`src/hw/rtl/keyed_beacon_digest_assert.svh`:
```
// Assertion macros for the keyed beacon digest block.
// Used by modules that check their own logic; relies on clk and rst_n in scope.
`ifndef KEYED_BEACON_DIGEST_ASSERT_SVH
`define KEYED_BEACON_DIGEST_ASSERT_SVH

`ifndef NO_ASSERTIONS

`define KBD_CHECK(lbl, expr, msg) \
    lbl: assert property (@(posedge clk) disable iff (!rst_n) (expr)) else $error(msg);

`define KBD_CHECK_NEXT(lbl, ante, cons, msg) \
    lbl: assert property (@(posedge clk) disable iff (!rst_n) (ante) |=> (cons)) \
        else $error(msg);

`else

`define KBD_CHECK(lbl, expr, msg)

`define KBD_CHECK_NEXT(lbl, ante, cons, msg)

`endif

`endif

```
`src/hw/rtl/kbd_pkg.sv`:
```
// Shared constants, types and hash helpers for the keyed beacon digest.
// No dependencies.
package kbd_pkg;

    localparam int LANES        = 8;
    localparam int BEACON_BYTES = 18;
    localparam int KEY_BYTES    = 16;
    localparam int MSG_BYTES    = BEACON_BYTES + KEY_BYTES;
    localparam int BEACON_BITS  = 8 * BEACON_BYTES;
    localparam int KEY_BITS     = 8 * KEY_BYTES;
    localparam int TAG_WORDS    = 4;
    localparam int MIX_SHIFT    = 15;
    localparam int SEED_STEP    = 7919;
    localparam int CFG_IDX_W    = 8;

    localparam logic [31:0] MIX_MUL   = 32'h5bd1e995;
    localparam logic [63:0] KEY_RESET = 64'hABAB_ABAB_ABAB_ABAB;

    localparam logic [CFG_IDX_W-1:0] REG_KEY_UPPER = CFG_IDX_W'(0);
    localparam logic [CFG_IDX_W-1:0] REG_KEY_LOWER = CFG_IDX_W'(1);

    typedef logic [LANES-1:0][31:0] lane_vec_t;

    typedef struct packed {
        logic [BEACON_BITS-1:0]         beacon;
        logic [TAG_WORDS-1:0][63:0]     tag;
    } carry_t;

    typedef struct packed {
        logic [TAG_WORDS-1:0][63:0]     digest;
        logic                           match;
    } result_t;

    function automatic logic [31:0] lane_seed(input int k);
        return 32'(1 + k * SEED_STEP);
    endfunction

    function automatic logic [31:0] fold(input logic [31:0] h);
        return h ^ (h >> MIX_SHIFT);
    endfunction

    function automatic logic [31:0] mix(input logic [31:0] h, input logic [7:0] b);
        logic [31:0] x;
        x = h ^ {24'd0, b};
        return x * MIX_MUL;
    endfunction

endpackage

```
`src/hw/rtl/kbd_out_buf.sv`:
```
// Two-entry result buffer that decouples the pipeline from the result sink.
// Depends on kbd_pkg and keyed_beacon_digest_assert.svh.
`include "keyed_beacon_digest_assert.svh"

module kbd_out_buf (
    input  logic             clk,
    input  logic             rst_n,
    input  logic             push,
    input  kbd_pkg::result_t push_data,
    output logic             space,
    output logic             out_valid,
    input  logic             out_ready,
    output kbd_pkg::result_t out_data
);

    logic [1:0]       count_reg;
    logic [1:0]       count_next;
    kbd_pkg::result_t head_reg;
    kbd_pkg::result_t head_next;
    kbd_pkg::result_t tail_reg;
    kbd_pkg::result_t tail_next;
    logic             pop;

    assign pop       = out_valid && out_ready;
    assign out_valid = (count_reg != 2'd0);
    assign space     = (count_reg != 2'd2);
    assign out_data  = head_reg;

    always_comb
    begin
        count_next = count_reg;
        head_next  = head_reg;
        tail_next  = tail_reg;
        case ({push, pop})
            2'b10:
            begin
                count_next = count_reg + 2'd1;
                if (count_reg == 2'd0)
                begin
                    head_next = push_data;
                end
                else
                begin
                    tail_next = push_data;
                end
            end
            2'b01:
            begin
                count_next = count_reg - 2'd1;
                head_next  = tail_reg;
            end
            2'b11:
            begin
                if (count_reg == 2'd1)
                begin
                    head_next = push_data;
                end
                else
                begin
                    head_next = tail_reg;
                    tail_next = push_data;
                end
            end
            default:
            begin
                count_next = count_reg;
            end
        endcase
    end

    always_ff @(posedge clk or negedge rst_n)
    begin
        if (!rst_n)
        begin
            count_reg <= 2'd0;
        end
        else
        begin
            count_reg <= count_next;
        end
    end

    always_ff @(posedge clk)
    begin
        head_reg <= head_next;
        tail_reg <= tail_next;
    end

    `KBD_CHECK(a_count_range, count_reg != 2'd3, "result buffer count out of range")
    `KBD_CHECK(a_no_overflow, !(push && count_reg == 2'd2), "push into full result buffer")
    `KBD_CHECK_NEXT(a_load_empty, push && count_reg == 2'd0, head_reg == $past(push_data), "empty buffer did not load head")
    `KBD_CHECK_NEXT(a_fill_step, push && !pop && count_reg == 2'd1, count_reg == 2'd2, "buffer count did not advance")

endmodule

```
`config.mk`:
```
export PLATFORM = sky130hd
export DESIGN_NAME = kbd_out_buf
export DESIGN_NICKNAME = d
export VERILOG_FILES = /design/src/hw/rtl/kbd_pkg.sv /design/src/hw/rtl/kbd_out_buf.sv
export VERILOG_INCLUDE_DIRS = /design/src /design/src/hw/rtl
export SDC_FILE = /design/constraint.sdc
export NUM_CORES = 1
export LEC_CHECK = 0
export CORE_MARGIN = 4
export CORE_UTILIZATION = 57
export DETAILED_ROUTE_END_ITERATION = 8
export DONT_BUFFER_PORTS = 1
export GPL_TIMING_DRIVEN = 0
export PLACE_DENSITY = 0.72
export SETUP_SLACK_MARGIN = 0.5
export SYNTH_ARGS = -nofsm -noshare
export SYNTH_HDL_FRONTEND = slang
export SYNTH_SLANG_ARGS = --single-unit
```
`constraint.sdc`:
```
create_clock -name clk -period 25.9 [get_ports clk]
set_clock_uncertainty 0.05 [all_clocks]
set_input_delay 1.295 -clock clk [delete_from_list [all_inputs] [get_ports clk]]
set_output_delay 1.295 -clock clk [all_outputs]
set_load 0.02 [all_outputs]
```
# Yosys cells after proc, flatten, opt, wreduce, memory -nomap -nowiden
# Index checks and enable logic that the tools add are counted.
# W data, S select, Z words.
[totals]
ff_bits = 516
in_bits = 261
wordCells = 36
output_inout_bits = 259
[op_classes]
n_mux = 7
addsub = 2
eq_ne = 8
n_reduce_logical = 8
[ops]
columns = ["operator", "n"]
rows = [
  ["$mux W257", 4],
  ["$pmux W257 S3", 1],
  ["$pmux W257 S2", 1],
  ["$ne A2 B2 Y1 const B", 4],
  ["$reduce_bool A2 Y1", 3],
  ["$eq A2 B1 Y1 const B", 2],
  ["$eq A2 B2 Y1 const B", 2],
  ["$pmux W2 S2", 1],
  ["$reduce_and A3 Y1", 1],
  ["$reduce_bool A3 Y1", 1],
  ["$add A2 B1 Y2 const B", 1],
  ["$logic_not A2 Y1", 1],
  ["$reduce_and A2 Y1", 1],
  ["$sub A2 B1 Y2 const B", 1],
  ["$logic_and A1 B1 Y1", 1],
]

# Depth between registers and ports, before layout
[depth]
ltp_word = 5
mapped_depth = 9
mapped_depth_nobuf = 7

# Least setup slack after synthesis
# No wires, ideal clock.
[synth_timing]
path_kind = "input to register"
start = "input port push"
end = "register head_reg, in the netlist out_data[0] (enable)"
path_buffers = 0
setup_slack_ps = 5385
arrival_ps = 19234
setup_time_ps = 1231
t_required_ps = 24619
path_stages = 2
path_cell_list = "inv_1 -> o21ai_0"
[synth_between]
elab_chain_cells = 3
word_cells_on_any_way = 6
cone_classes = "4 x eq/ne; 2 x reduce/logical"
[synth_lines]
columns = ["item", "line", "source"]
rows = [
  ["from (decl)", "kbd_out_buf.sv:8", "input logic push,"],
  ["$eq A2 B2 Y1 or $eq A2 B1 Y1 (tied branches)", "kbd_out_buf.sv:34", "case ({push, pop})"],
  ["$ne A2 B2 Y1 (no line) or $reduce_bool A3 Y1 (tied branches)", "-", ""],
  ["$reduce_and A2 Y1 (no line) (*)", "-", ""],
  ["to (signal assigned)", "kbd_out_buf.sv:85", "head_reg <= head_next;"],
  ["to (decl)", "kbd_out_buf.sv:18", "kbd_pkg::result_t head_reg;"],
]
# Every way passes the cells marked *; elsewhere a longest branch is shown, timed or not.
# A chain may end at the register's enable or synchronous reset.

# Worst setup path in the final report
[layout_timing]
start = "register count_reg[0]"
end = "register tail_reg[104] in the netlist's numbering (enable)"
[layout_between]
elab_chain_cells = 5
word_cells_on_any_way = 10
cone_classes = "5 x eq/ne; 5 x reduce/logical"
[layout_lines]
columns = ["item", "line", "source"]
rows = [
  ["from (decl)", "kbd_out_buf.sv:16", "logic [1:0] count_reg;"],
  ["from (signal assigned)", "kbd_out_buf.sv:79", "count_reg <= count_next;"],
  ["$reduce_bool A2 Y1", "kbd_out_buf.sv:25", "assign out_valid = (count_reg != 2'd0);"],
  ["$logic_and A1 B1 Y1", "kbd_out_buf.sv:24", "assign pop = out_valid && out_ready;"],
  ["$eq A2 B2 Y1", "kbd_out_buf.sv:34", ""],
  ["$ne A2 B2 Y1 (no line) or $reduce_bool A2 Y1 (tied branches)", "-", ""],
  ["$reduce_and A3 Y1 (no line) (*)", "-", ""],
  ["to (signal assigned)", "kbd_out_buf.sv:86", "tail_reg <= tail_next;"],
  ["to (decl)", "kbd_out_buf.sv:20", "kbd_pkg::result_t tail_reg;"],
]
# Marks and branches as above.

==> qor.yml <==
synth.cell_area_um2: 23800
netSwitchingFraction_pct: 34.5
avgRoutedWirePerCell_um: 29.9
synth.distinct_cells: 20
cts_root_buffer_type: "sky130_fd_sc_hd__clkbuf_16"
worstSetupPathType: "reg -> reg"
p_seq_share_pct: 50.5
timing.critical_path.buf_inv: 5
clk_pin_slew_worst_paths_ns: 0.06
ant_nets: 0
dieWidth_um: 212
layout.cells.most_common: "sky130_fd_sc_hd__edfxtp_1"
tritoncts: "built"
grt_antenna_before_repair: 1
via_per_inst: 6.58
drive_above_1_share_pct: 23.2
core_area_um2: 41000
synthTopCellsByArea: "sky130_fd_sc_hd__edfxtp_1 (65%), sky130_fd_sc_hd__a221o_1 (11%), sky130_fd_sc_hd__mux2_4 (7.6%), sky130_fd_sc_hd__and2_1 (6.8%), sky130_fd_sc_hd__mux2_2 (4.6%)"
setup_viol: 0
synthesis.yosys.warnings: 0
power_density_nw_per_um2: 127
final_nets: 1765
maxCapViolations: 0
place_worst_setup_slack_ns: 21.59
finalHoldViolations: 0
grt_pass1_vias: 13900
fin_cells: 2066
cp_top_family: "buffers and inverters"
first_pass_detailed_route_iteration_total: 5
total_placed_instance_area_um2: 24800
timing_worst_slew_pin_value_ns: 0.909
whs_ns: 0.345
p_leak_nw: 9.35
critPathCaptureType: "register"
cts.htree.levels: 2
power.share.combinational_pct: 27.7
synth-edff-count: 514
io_pins: 520
hp-class: "in -> async"
setup_slack_ns: 22.15
cts.hold.buffers_added: 0
power.total_mw: 3.36
slowest_cp_cell: "sky130_fd_sc_hd__o21a_4"
cts.path.max_buffers: 3
cts.sinks: 516
cell_internal_pwr_mw: 2.20
clkLatencyLatePin_ns: 0.59
drc_errors: 0
crit_path_max_fanout: 60
cts.repair.resized: 0
critPathMostFrequentCell: "sky130_fd_sc_hd__ha_1"
kind_of_start_point_of_the_critical_path: "register"
postCtsSetupBuffers: 0
place.port_buffers: 0
synth_seq_area_share_pct: 65.1
n_fill_cell: 2892
grt_pass1_wl_mm: 90.0
layout.cells.most_common_list: "sky130_fd_sc_hd__edfxtp_1 (514), sky130_fd_sc_hd__and2_1 (257), sky130_fd_sc_hd__a221o_1 (257)"
synth_ff_type: "sky130_fd_sc_hd__edfxtp_1"
layout-area-overhead-vs-synth_pct: 11.0
clock.fmax_ghz: 0.266
yosys.area.top_type: "sky130_fd_sc_hd__edfxtp_1"
die_h_um: 212
maxSlewViolCount: 0
synth_top_area_share_pct: 64.8
relSlewSlack_pct: 39.4
start_util_pct: 58.0
net-switching-power_mw: 1.16
placement_rows: 74
gp_congestion: 0.845
post-route-cell-area_um2: 26400
final_period_minus_worst_setup_slack_ns: 3.75
status: "finished, final reports clean"
cell_by_cell_listing_of_the_critical_path: "inv_1, ha_1, nor2b_1, ha_1, buf_2, clkbuf_1, o21a_4, buf_12, buf_16"
grt_start_max_net_pins: 61
syn_area_per_cell_um2: 16.7
finalWirelength_mm: 61.8
grt_overflow_total: 0
worst_path_largest_cell_delay_ns: 0.81
timing.critical_path.required_ns: 26.10
finalCritPeriodShare_pct: 14.5
numPlacedInstances: 1974
worst_ir_drop_vdd_uv: 67.8
rsz0062_at_grt: "false"
cts_inserted_buffers: 52
crit_arrival_ns: 3.95
via_count: 13600
design.die.area_um2: 45100
place.detailed.hpwl_mm: 43.4
synth_seq_cells: 516
p_clk_share_pct: 21.8
detailedRoute.firstIterationViolations: 1194
synth_async_reset_ratio_pct: 0.388
mappedNetlistNets: 1697
post_synth_inst_count: 1428
grt_usage_pct: 26.4
[per-layer routing]
metal  track usage [%]  wire, um  up-vias
li1                  -         -     5934
met1              31.1     22300     6920
met5                 0         0        -
met4              9.31      2360        0
met3              12.6      7280      125
met2              42.6     29900      606
[power by group through the flow]
stage	clock (mW)	sequential [mW]	combinational, mW
2_1_floorplan	0	1.79	0.696
3_3_place_gp	0	1.97	0.847
3_5_place_dp	0	1.71	0.933
4_1_cts	0.744	1.70	0.936
5_1_grt	0.780	1.72	0.999
6_report	0.731	1.70	0.931
[Yosys cell counts, types with 2 or more instances]
cell,instances
sky130_fd_sc_hd__ha_1,8
sky130_fd_sc_hd__buf_6,16
sky130_fd_sc_hd__a221o_1,257
sky130_fd_sc_hd__nand2_1,2
sky130_fd_sc_hd__inv_1,6
sky130_fd_sc_hd__and2_1,257
sky130_fd_sc_hd__dfrtp_1,2
sky130_fd_sc_hd__mux2_1,39
sky130_fd_sc_hd__o21ai_0,3
sky130_fd_sc_hd__mux2_2,98
sky130_fd_sc_hd__buf_2,39
sky130_fd_sc_hd__clkbuf_1,60
sky130_fd_sc_hd__mux2_4,120
sky130_fd_sc_hd__nor2b_1,2
sky130_fd_sc_hd__edfxtp_1,514
[path summary, 6_finish.rpt]
kind	start	endpoint	slack [ns]	depth (start not counted)
min	rst_n	count_reg[1]	0.35	0
min in group clk	count_reg[1]	count_reg[1]	0.48	2
max reg2reg	count_reg[0]	tail_reg[104]	22.15	9
max	count_reg[0]	tail_reg[104]	22.15	9
max in group asynchronous	rst_n	count_reg[0]	25.39	0
min reg2reg	count_reg[1]	count_reg[1]	0.48	2
[cells by family after synthesis]
family | Yosys count | synth area share, %
compound gates | 262 | 10.9
xor+xnor | 1 | 0.0368
fa+ha+maj | 8 | 0.421
buf+inv | 121 | 2.62
flops | 516 | 65.1
mux | 257 | 14.1
simple gates | 263 | 6.88
[area by class of cell]
cell class | instances | area [um2] | share of cell area, %
sequential | 516 | 15500 | 58.6
clock buffer | 64 | 1370 | 5.18
inverter | 6 | 22.5 | 0.0853
clock inverter | 27 | 243 | 0.919
timing repair buffer | 14 | 318 | 1.20
antenna | 1 | 2.50 | 0.00947
buffer | 115 | 601 | 2.27
multi-input combinational | 791 | 7710 | 29.2
tap | 532 | 666 | 2.52
[metrics by stage]
step | utilization, % | TNS (ns)
3_3_place_gp | 59.7 | -979.94
2_1_floorplan | - | 0
5_1_grt | 64.4 | 0
6_report | 64.4 | 0
3_5_place_dp | 60.5 | 0
4_1_cts | 64.4 | 0
No activity file was read; power rests on OpenSTA's default activity.
